File: src/design/sct_pkg.sv
// shared types for the sparse coo transpose sorter
`default_nettype none

package sct_pkg;

  typedef struct packed {
    logic [15:0] col;
    logic [15:0] row;
    logic [31:0] value;
  } entry_t;

  typedef struct packed {
    logic   valid;
    entry_t ent;
  } slot_t;

  typedef struct packed {
    logic ins;
    logic pop;
  } cell_ctrl_t;

  typedef enum logic [1:0] {
    ST_LOAD  = 2'b01,
    ST_DRAIN = 2'b10
  } state_e;

endpackage

`default_nettype wire

File: src/design/sct_cell.sv
// one insertion cell of the sorting chain
`default_nettype none

module sct_cell (
  input  wire logic                clk_i,
  input  wire logic                rst_ni,
  input  wire sct_pkg::cell_ctrl_t ctrl_i,
  input  wire sct_pkg::entry_t     new_i,
  input  wire sct_pkg::slot_t      prev_i,
  input  wire logic                prev_gt_i,
  input  wire sct_pkg::slot_t      next_i,
  output sct_pkg::slot_t           slot_o,
  output logic                     gt_o
);

  logic            valid_q, valid_d;
  sct_pkg::entry_t ent_q, ent_d;

  // empty cells rank above any key, equal keys stay ahead of the new entry
  assign gt_o = !valid_q || ({ent_q.row, ent_q.col} > {new_i.row, new_i.col});

  always_comb begin
    valid_d = valid_q;
    ent_d   = ent_q;
    if (ctrl_i.ins) begin
      if (gt_o) begin
        if (prev_gt_i) begin
          valid_d = prev_i.valid;
          ent_d   = prev_i.ent;
        end else begin
          valid_d = 1'b1;
          ent_d   = new_i;
        end
      end
    end else if (ctrl_i.pop) begin
      valid_d = next_i.valid;
      ent_d   = next_i.ent;
    end
  end

  always_ff @(posedge clk_i or negedge rst_ni) begin
    if (!rst_ni) begin
      valid_q <= 1'b0;
    end else begin
      valid_q <= valid_d;
    end
  end

  always_ff @(posedge clk_i) begin
    ent_q <= ent_d;
  end

  assign slot_o = '{valid: valid_q, ent: ent_q};

endmodule

`default_nettype wire

File: config.mk
export PLATFORM = sky130hd
export DESIGN_NAME = sct_cell
export DESIGN_NICKNAME = d
export VERILOG_FILES = /design/src/design/sct_pkg.sv /design/src/design/sct_cell.sv
export SDC_FILE = /design/constraint.sdc
export NUM_CORES = 1
export LEC_CHECK = 0
export BUFFER_PORTS_ARGS = -buffer_cell sky130_fd_sc_hd__buf_2
export CORE_ASPECT_RATIO = 1.4
export CORE_MARGIN = 3
export CORE_UTILIZATION = 40
export CTS_BUF_LIST = sky130_fd_sc_hd__clkbuf_4 sky130_fd_sc_hd__clkbuf_8
export DETAILED_ROUTE_END_ITERATION = 10
export GPL_TIMING_DRIVEN = 0
export PLACE_DENSITY = 0.86
export SETUP_SLACK_MARGIN = 0.1
export SLEW_MARGIN = 20
export SYNTH_ARGS = -nofsm -noshare
export SYNTH_HDL_FRONTEND = slang
export SYNTH_SLANG_ARGS = --single-unit
File: constraint.sdc
create_clock -name clk_i -period 2.5 [get_ports clk_i]
set_input_delay 0.5 -clock clk_i [delete_from_list [all_inputs] [get_ports clk_i]]
set_output_delay 0.5 -clock clk_i [all_outputs]
set_load 0.02 [all_outputs]
==> flow_summary.yaml, run 1 <==
clocking:
  path_clk_slew_ns: 0.07
  clock_latency_ns: 0.35
  cts_root_buf: "clkbuf_8"
  tritoncts: "done"
  h-tree-depth: 3
  cts_buffers: 9
  cts.path.max_buffers: 2
  cts_sinks: 65
timing:
  min_period_ns: 2.662
  max_freq_mhz: 375.7
  finalSetupViolCount: 65
  tightestPinTransition_ns: 1.253
  slew_violations: 0
  layout_setup_ws_ns: -0.1617
  finalHoldViolations: 0
  max_slew_margin_pct: 16.49
  rsz0062_at_grt: "true"
  finalCritPeriodShare_pct: 106.5
  skew_ns: 0.006665
cells_and_area:
  nFillCells: 822
  final_cell_area_sq_um: 6290
  layout.nets: 923
  final_layout_size_suffix_gt1_share_pct: 46.63
  syn_to_final_growth_pct: 52.10
  diodes: 0
setup_path:
  cp_max_fo: 4
  critPathRequiredTime_ns: 2.00
  arrival_ns: 2.16
  startpoint_type: "flop"
  max_stage_delay_ns: 0.45
  critical_path_class: "flop to primary output"
  critPathCaptureType: "primary output"
  worst_path_max_delay_cell: "edfxtp_1"
  crit_chain: "ha_4, nand4_1, buf_4, a211oi_1, nor4_4, o22ai_4, buf_6"
yosys:
  syn_nets: 631
  synth_area_sq_um: 4135
  yosysSeqAreaShare_pct: 47.08
  ys_types: 32
  synth_cells: 400
  syn_avg_cell_area_sq_um: 10.34
  synth_warnings: 0
  ys_ff_latch: 65
status:
  outcome: "finished, violations left"
  violations: "setup timing"
placement:
  numPortBuffers: 262
  pre_cts_ws_ns: -0.4415
  place.gp.congestion: 0.8586
  hpwl_um: 10930
  postPlaceCellArea_sq_um: 5698
drt:
  viasPerCell: 5.139
  drt_iter0_drc: 139
  dr.pass1.iters: 4
  via_count: 4276
  route.detailed.drc: 0
  routed_wl_um: 14410
  wl_per_cell_um: 17.32
  detail-route-antenna-nets: 0
grt:
  grt_remaining_overflow: 0
  grt_max_degree: 33
  grt_pass1_wl_um: 21290
  grt.met3_usage_pct: 6.465
  grt.met1_usage_pct: 24.01
  busiest_layer: "met2"
  grt_pass1_vias: 4497
  track_usage_pct: 23.47
  grtUsageMet2_pct: 44.79
  grt_antenna_before_repair: 0
die:
  initial_core_util_pct: 41.32
  core_area_sq_um: 10010
  std_cell_rows: 43
  io_pins: 265
  die_y_um: 126.3
  die_width_um: 91.93
  die_area_sq_um: 11610
flow_run:
  maxCapViolCount: 0
power:
  vdd_drop_max_mv: 0.3926
  p_leak_uw: 0.003093
  p_per_area_nw_per_um2: 588.0
min_path:
  hold_path.class: "input port to asynchronous set/reset pin"
logic make-up after synthesis:
logic type | after synthesis | synth area share, %
mux | 65 | 15.85
flops | 65 | 47.08
simple gates | 89 | 9.561
buf+inv | 58 | 5.537
fa+ha+maj | 32 | 9.682
compound gates | 91 | 12.28
final timing paths:
path                                            from              endpoint  slack [ns]  cells past startpoint
max in group asynchronous                     rst_ni   valid_q$_DFFE_PN0P_        1.96                      2
worst max register to register  slot_o[59]$_DFFE_PP_  slot_o[52]$_DFFE_PP_       -0.05                      9
worst max-delay path            slot_o[63]$_DFFE_PP_                  gt_o       -0.16                      7
worst min register to register   valid_q$_DFFE_PN0P_   valid_q$_DFFE_PN0P_        0.82                      3
min in group clk_i                        prev_i[64]   valid_q$_DFFE_PN0P_        0.46                      3
worst min-delay path                          rst_ni   valid_q$_DFFE_PN0P_        0.46                      2
cell usage in the layout (no fill, tap or decap), types with 2 or more instances in the layout:
master     count
nand3_1        2
nor4_4         3
buf_4         10
a21o_1         2
clkinv_2       3
inv_1         35
ha_4          11
clkbuf_1      13
nand4_4        2
nand4_1        4
ha_1          21
nor2b_1        2
nand2_1        9
clkbuf_8       9
mux2_8         2
a211oi_1       2
edfxtp_1      64
buf_6          2
o21a_1         2
mux2_4         6
mux2i_1       64
buf_2        267
a21oi_1       76
buf_1          3
bufinv_16      2
nor2_1        66
power by group:
group          switching [uW]  internal [uW]  leakage [uW]  total, uW
Clock                     425            567      0.000109        992
Combinational             706            532       0.00236       1240
Sequential               71.9           1400      0.000628       1470
Total                    1200           2500       0.00309       3700
layout make-up:
| type | count | area (sq um) | area share (%) |
|---|---|---|---|
| multi-input combinational | 284 | 2310 | 36.72 |
| sequential | 65 | 1947 | 30.95 |
| timing repair buffer | 274 | 1421 | 22.60 |
| tap | 135 | 168.9 | 2.685 |
| clock buffer | 10 | 131.4 | 2.089 |
| inverter | 35 | 131.4 | 2.089 |
| buffer | 23 | 97.59 | 1.552 |
| clock inverter | 6 | 82.58 | 1.313 |
repair_timing:
item / in CTS / in global routing
pin swaps: 6 / 11
gates cloned: 4 / 3
hold endpoints to repair: 1 / 0
resized for setup: 13 / 12
setup buffers: 6 / 5
hold buffers: 1 / 0
endpoints found under the setup margin: 65 / 65
critical path, delay by kind of cell, from the launching register on:
kind | cells | cell delay [ns]
AO/OA/AOI/OAI | 2 | 0.54
adder cells (fa/ha/maj) | 1 | 0.31
buffers and inverters | 2 | 0.31
flip-flops | 1 | 0.45
AND/OR/NAND/NOR | 2 | 0.20
per-stage QoR:
step / TNS [ns] / cells / util, % / total power (uW) / hold slack (ns)
finish: -2.188 / 832 / 62.85 / 3699 / 0.4602
global route: -7.735 / 832 / 62.85 / 3880 / 0.4515
CTS: -1.922 / 824 / 61.14 / 3638 / 0.4364
detailed placement: -28.32 / 797 / 56.94 / 2550 / 0.2766
global placement: -23.45 / 797 / 56.94 / 2503 / 0.2776
floorplan: -6.038 / 400 / - / 2104 / 0.2044
layer usage:
metal / vias to the layer above / routed length (um)
met5: - / 0
met4: 0 / 356
met3: 27 / 1033
met2: 210 / 7839
met1: 1999 / 5184
li1: 2040 / -
registers in the layout, summed over array words and instances (netlist names):
signal,flops
slot_o,64
valid_q,1
synthesized netlist by cell type, drive strengths merged:
master | count | area [sq um]
and3 | 1 | 7.510
ha | 32 | 400.4
a2111oi | 1 | 8.760
o22ai | 1 | 12.51
nand4 | 6 | 50.04
mux2i | 64 | 640.6
o21a | 2 | 15.01
nor2b | 2 | 12.51
a221o | 1 | 10.01
clkbuf | 13 | 48.80
nand2 | 9 | 33.78
a211oi | 3 | 27.52
nor2 | 66 | 247.7
a21o | 2 | 15.01
o2111ai | 1 | 8.760
o211ai | 1 | 7.510
mux2 | 1 | 15.01
inv | 35 | 131.4
buf | 10 | 48.80
nor4 | 3 | 33.78
a21oi | 76 | 380.4
dfrtp | 1 | 25.02
edfxtp | 64 | 1922
a41oi | 1 | 8.760
o21ai | 1 | 5.000
nand3 | 2 | 10.01
o221ai | 1 | 8.760
No activity file was read; power rests on OpenSTA's default activity.
==> run 2, diff against run 1 <==
--- a/config.mk
+++ b/config.mk
@@ -6,13 +6,16 @@
 export NUM_CORES = 1
 export LEC_CHECK = 0
 export BUFFER_PORTS_ARGS = -buffer_cell sky130_fd_sc_hd__buf_2
+export CELL_PAD_IN_SITES_DETAIL_PLACEMENT = 1
+export CELL_PAD_IN_SITES_GLOBAL_PLACEMENT = 1
 export CORE_ASPECT_RATIO = 1.4
 export CORE_MARGIN = 3
-export CORE_UTILIZATION = 40
+export CORE_UTILIZATION = 28
 export CTS_BUF_LIST = sky130_fd_sc_hd__clkbuf_4 sky130_fd_sc_hd__clkbuf_8
 export DETAILED_ROUTE_END_ITERATION = 10
 export GPL_TIMING_DRIVEN = 0
-export PLACE_DENSITY = 0.86
+export MAX_ROUTING_LAYER = met4
+export PLACE_DENSITY = 0.85
 export SETUP_SLACK_MARGIN = 0.1
 export SLEW_MARGIN = 20
 export SYNTH_ARGS = -nofsm -noshare
==> flow_summary.yaml, run 2 (synthesized netlist as in run 1, its figures left out) <==
cells_and_area:
  final_layout_size_suffix_gt1_share_pct: 46.47
  final_cell_mix: "buf_2, a21oi_1, nor2_1"
  stdcell_count: 881
  largest_register_ffs: 64
  seqCellArea_sq_um: 1947
  final_cell_area_sq_um: 6279
  layout.nets: 923
  syn_to_final_growth_pct: 51.83
  nFillCells: 1730
  final_common_cell: "buf_2"
  multi_input_area_sq_um: 2276
grt:
  grt_max_degree: 17
  grt_pass1_wl_um: 24050
  grt_pass1_vias: 4694
  track_usage_pct: 20.29
  grt_antenna_before_repair: 1
  grt_remaining_overflow: 0
power:
  p_comb_share_pct: 36.1
  netSwitchingPower_uw: 1207
  p_int_uw: 2267
  vdd_drop_max_mv: 0.2160
  power_uw: 3474
  p_leak_uw: 0.003065
  pwr-share-seq_pct: 42.2
  clockPowerShare_pct: 21.7
  p_per_area_nw_per_um2: 553.3
  p_sw_share_pct: 34.73
clocking:
  tritoncts: "done"
  h-tree-depth: 3
  cts_buffers: 9
  cts_root_buf: "clkbuf_8"
  clock_latency_ns: 0.35
  cts_sinks: 65
  cts.path.max_buffers: 2
  path_clk_slew_ns: 0.09
setup_path:
  arrival_ns: 2.13
  critical_path_class: "flop to primary output"
  cp_max_fo: 3
  max_stage_delay_ns: 0.44
  critPathRequiredTime_ns: 2.00
  startpoint_type: "flop"
  worst_path_max_delay_cell: "edfxtp_1"
  crit_chain: "ha_4, nand4_4, nor4_4, a221o_1, a211oi_2, o22ai_2, buf_6"
  critPathCaptureType: "primary output"
placement:
  numPortBuffers: 262
  place.gp.congestion: 0.7906
  postPlaceCellArea_sq_um: 5761
  hpwl_um: 12470
  post-place-cells: 847
  pre_cts_ws_ns: -0.4689
drt:
  drt_iter0_drc: 79
  detail-route-antenna-nets: 0
  wl_per_cell_um: 18.55
  route.detailed.drc: 0
  viasPerCell: 4.795
  dr.pass1.iters: 4
  via_count: 4224
  routed_wl_um: 16350
timing:
  skew_ns: 0.02232
  layout_setup_ws_ns: -0.1298
  tightestPinTransition_ns: 0.7325
  min_period_ns: 2.630
  max_freq_mhz: 380.3
  max_slew_margin_pct: 51.17
  finalSetupViolCount: 17
  rsz0062_at_grt: "true"
  finalHoldViolations: 0
  slew_violations: 0
  finalHoldWorstSlack_ns: 0.4785
  finalCritPeriodShare_pct: 105.2
status:
  outcome: "finished, violations left"
  violations: "setup timing"
min_path:
  hold_path.class: "input port to flop"
die:
  die_area_sq_um: 16280
  core_area_sq_um: 14170
  die_y_um: 149.8
  std_cell_rows: 51
  io_pins: 265
  die_width_um: 108.7
  initial_core_util_pct: 29.19
flow_run:
  maxCapViolCount: 0
run 2: final timing paths:
kind	to	depth (start not counted)	from	slack, ns
min in group asynchronous	valid_q$_DFFE_PN0P_	2	rst_ni	0.51
min	valid_q$_DFFE_PN0P_	3	prev_i[64]	0.48
min reg2reg	valid_q$_DFFE_PN0P_	3	valid_q$_DFFE_PN0P_	0.87
max reg2reg	slot_o[32]$_DFFE_PP_	9	slot_o[57]$_DFFE_PP_	-0.02
max	gt_o	7	slot_o[41]$_DFFE_PP_	-0.13
max in group asynchronous	valid_q$_DFFE_PN0P_	2	rst_ni	1.91
run 2: cell type report:
type / instances / area share, %
Multi-Input combinational cell: 283 / 36.25
Inverter: 35 / 2.092
Clock buffer: 9 / 1.973
Clock inverter: 5 / 0.3986
Tap cell: 185 / 3.687
Buffer: 23 / 1.574
Antenna cell: 1 / 0.03986
Sequential cell: 65 / 31.01
Timing Repair Buffer: 275 / 22.98
run 2: critical path: cells and delay by family (launching register included):
family          cells  cell delay (ns)
compound gates      3             0.44
fa+ha+maj           1             0.31
buf+inv             1             0.15
flops               1             0.44
simple gates        2             0.43
run 2: through the flow:
stage                     util [%]  setup TNS (ns)
after floorplan                  -          -6.038
after global placement       40.66          -29.35
after detailed placement     40.66          -30.09
after CTS                    43.76         -0.8074
after global routing         44.32          -3.629
final                        44.32         -0.4299
run 2: power groups by stage:
stage / clock network [uW] / registers, uW / logic, uW
detailed placement: 0 / 1490 / 1090
global placement: 0 / 1480 / 1060
global route: 846 / 1480 / 1370
CTS: 794 / 1460 / 1250
finish: 754 / 1470 / 1250
floorplan: 0 / 1660 / 442
run 2: timing repair:
item | in CTS | in global routing
setup buffers | 9 | 3
resized for setup | 14 | 5
hold endpoints to repair | 1 | 0
hold buffers | 1 | 0
pin swaps | 11 | 9
cloned | 6 | 0
setup endpoints to repair | 65 | 66
run 2: metal layers:
| metal | part of all wire [%] | up-vias | track usage, % |
|---|---|---|---|
| met1 | 37 | 1991 | 20.80 |
| met5 | 0 | - | - |
| met3 | 6.3 | 24 | 4.661 |
| li1 | - | 2030 | - |
| met4 | 2.0 | 0 | 6.443 |
| met2 | 55 | 179 | 37.69 |
==> run 3, diff against run 2 <==
--- a/config.mk
+++ b/config.mk
@@ -10,12 +10,12 @@
 export CELL_PAD_IN_SITES_GLOBAL_PLACEMENT = 1
 export CORE_ASPECT_RATIO = 1.4
 export CORE_MARGIN = 3
-export CORE_UTILIZATION = 28
+export CORE_UTILIZATION = 31
 export CTS_BUF_LIST = sky130_fd_sc_hd__clkbuf_4 sky130_fd_sc_hd__clkbuf_8
 export DETAILED_ROUTE_END_ITERATION = 10
 export GPL_TIMING_DRIVEN = 0
 export MAX_ROUTING_LAYER = met4
-export PLACE_DENSITY = 0.85
+export PLACE_DENSITY = 0.89
 export SETUP_SLACK_MARGIN = 0.1
 export SLEW_MARGIN = 20
 export SYNTH_ARGS = -nofsm -noshare
==> constraint.sdc (replaced) <==
create_clock -name clk_i -period 3 [get_ports clk_i]
set_input_delay 0.6 -clock clk_i [delete_from_list [all_inputs] [get_ports clk_i]]
set_output_delay 0.6 -clock clk_i [all_outputs]
set_load 0.02 [all_outputs]
==> flow_summary.yaml, run 3 (synthesized netlist as in run 1, its figures left out) <==
drt:
  route.detailed.drc: 0
  detail-route-antenna-nets: 0
  routed_wl_um: 16140
  via_count: 4241
  wl_per_cell_um: 18.78
  drt_iter0_drc: 103
  dr.pass1.iters: 4
  viasPerCell: 4.937
setup_path:
  worst_path_max_delay_cell: "edfxtp_1"
  cp_max_fo: 3
  rr_endpoint: "slot_o[6]$_DFFE_PP_"
  reg2reg_depth: 8
  critPathRequiredTime_ns: 2.40
  max_stage_delay_ns: 0.44
  r2r-start: "slot_o[47]$_DFFE_PP_"
  critPathCaptureType: "primary output"
  rrSetupSlack_ns: 0.22
  crit_chain: "ha_4, nand4_2, nor4_4, a221o_1, a211oi_2, o22ai_2, buf_4"
  startpoint_type: "flop"
  critical_path_class: "flop to primary output"
  arrival_ns: 2.22
timing:
  min_period_ns: 2.822
  finalHoldWorstSlack_ns: 0.03105
  tightestPinTransition_ns: 0.8029
  max_freq_mhz: 354.3
  rsz0062_at_grt: "false"
  skew_ns: 0.01130
  slew_violations: 0
  finalSetupViolCount: 0
  finalHoldViolations: 0
  finalCritPeriodShare_pct: 94.07
  max_slew_margin_pct: 46.47
clocking:
  path_clk_slew_ns: 0.07
  tritoncts: "done"
  h-tree-depth: 3
  cts_root_buf: "clkbuf_8"
  cts.path.max_buffers: 2
  hold_buffers: 0
  cts_buffers: 9
  clock_latency_ns: 0.34
  cts_sinks: 65
power:
  p_leak_uw: 0.002960
  netSwitchingPower_uw: 977.4
  pwr-share-seq_pct: 42.4
  p_per_area_nw_per_um2: 483.1
  clockPowerShare_pct: 25.7
  p_int_uw: 1893
  p_sw_share_pct: 34.06
  p_comb_share_pct: 31.9
  vdd_drop_max_mv: 0.2262
placement:
  numPortBuffers: 262
  postPlaceCellArea_sq_um: 5680
  place.gp.congestion: 0.8798
  hpwl_um: 13220
die:
  std_cell_rows: 49
  core_area_sq_um: 12940
  die_area_sq_um: 14780
  die_width_um: 103.6
  io_pins: 265
  die_y_um: 142.7
  initial_core_util_pct: 31.97
grt:
  grt_antenna_before_repair: 0
  grt_remaining_overflow: 0
  grt_pass1_vias: 4884
  grt_pass1_wl_um: 24110
  track_usage_pct: 21.49
  grt_max_degree: 65
cells_and_area:
  layout.nets: 908
  largest_register_ffs: 64
  seqCellArea_sq_um: 1947
  final_cell_mix: "buf_2, a21oi_1, nor2_1"
  nFillCells: 1567
  syn_to_final_growth_pct: 43.66
  final_layout_size_suffix_gt1_share_pct: 43.76
  final_cell_area_sq_um: 5941
  diodes: 0
  multi_input_area_sq_um: 2014
  final_common_cell: "buf_2"
min_path:
  hold_path.class: "input port to asynchronous set/reset pin"
status:
  outcome: "complete, no violations"
flow_run:
  maxCapViolCount: 0
==> run 3: cell types whose count changed in the layout (fill, tap and decap cells not counted), sizes merged <==
| cell | before | now |
|---|---|---|
| buf | 284 | 276 |
| bufinv | 0 | 1 |
| mux2 | 7 | 1 |
| diode | 1 | 0 |
| dlygate4sd3 | 1 | 0 |
==> run 3: worst max path at each step <==
stage | start | endpoint | slack [ns] | cells after the start
CTS | slot_o[57]$_DFFE_PP_ | gt_o | 0.13 | 7
finish | slot_o[47]$_DFFE_PP_ | gt_o | 0.18 | 7
floorplan | new_i[47] | slot_o[0]$_DFFE_PP_ | 0.21 | 8
global route | slot_o[47]$_DFFE_PP_ | gt_o | 0.07 | 7
detailed placement | new_i[47] | slot_o[1]$_DFFE_PP_ | -0.09 | 9
global placement | new_i[47] | slot_o[14]$_DFFE_PP_ | -0.05 | 9
==> run 3: layer usage <==
| layer | GRT usage, % | vias up | wire length (um) |
|---|---|---|---|
| li1 | - | 1991 | - |
| met1 | 19.89 | 2011 | 5540 |
| met2 | 41.69 | 205 | 9019 |
| met3 | 5.201 | 34 | 1006 |
| met4 | 9.594 | 0 | 569 |
| met5 | - | - | 0 |
==> run 3: area by class of cell <==
| cell class | instances | area share (%) |
|---|---|---|
| buffer | 23 | 1.643 |
| inverter | 35 | 2.211 |
| multi-input combinational | 277 | 33.91 |
| timing repair buffer | 266 | 22.62 |
| clock buffer | 9 | 2.085 |
| clock inverter | 6 | 1.011 |
| sequential | 65 | 32.77 |
| tap | 178 | 3.749 |
==> run 3: worst max-delay path, delay by kind of cell, from the launching register on <==
kind                     cells  cell delay (ns)
flip-flops                   1             0.44
buffers and inverters        1             0.18
adder cells (fa/ha/maj)      1             0.31
AO/OA/AOI/OAI                3             0.47
AND/OR/NAND/NOR              2             0.49
==> run 3: what timing repair did <==
item / 4_1_cts / 5_1_grt
setup buffers: 1 / 3
pin swaps: 2 / 6
gates cloned: 0 / 0
hold endpoints to repair: 0 / 0
setup endpoints to repair: 1 / 65
gates resized for setup: 3 / 4
==> run 3: power groups by stage <==
stage / Combinational [uW] / Clock (uW) / Sequential (uW)
3_3_place_gp: 857 / 0 / 1230
2_1_floorplan: 353 / 0 / 1380
6_report: 915 / 739 / 1220
5_1_grt: 999 / 795 / 1230
3_5_place_dp: 898 / 0 / 1240
4_1_cts: 909 / 760 / 1220
==> run 3: metrics by stage <==
step / setup slack, ns / TNS, ns / instances / utilization (%) / total power (uW)
detailed placement: -0.08912 / -5.467 / 840 / 43.91 / 2136
global route: 0.07424 / 0 / 859 / 45.92 / 3026
global placement: -0.04598 / -2.748 / 840 / 43.91 / 2085
floorplan: 0.2089 / 0 / 400 / - / 1733
finish: 0.1779 / 0 / 859 / 45.92 / 2870
CTS: 0.1327 / 0 / 856 / 45.47 / 2887
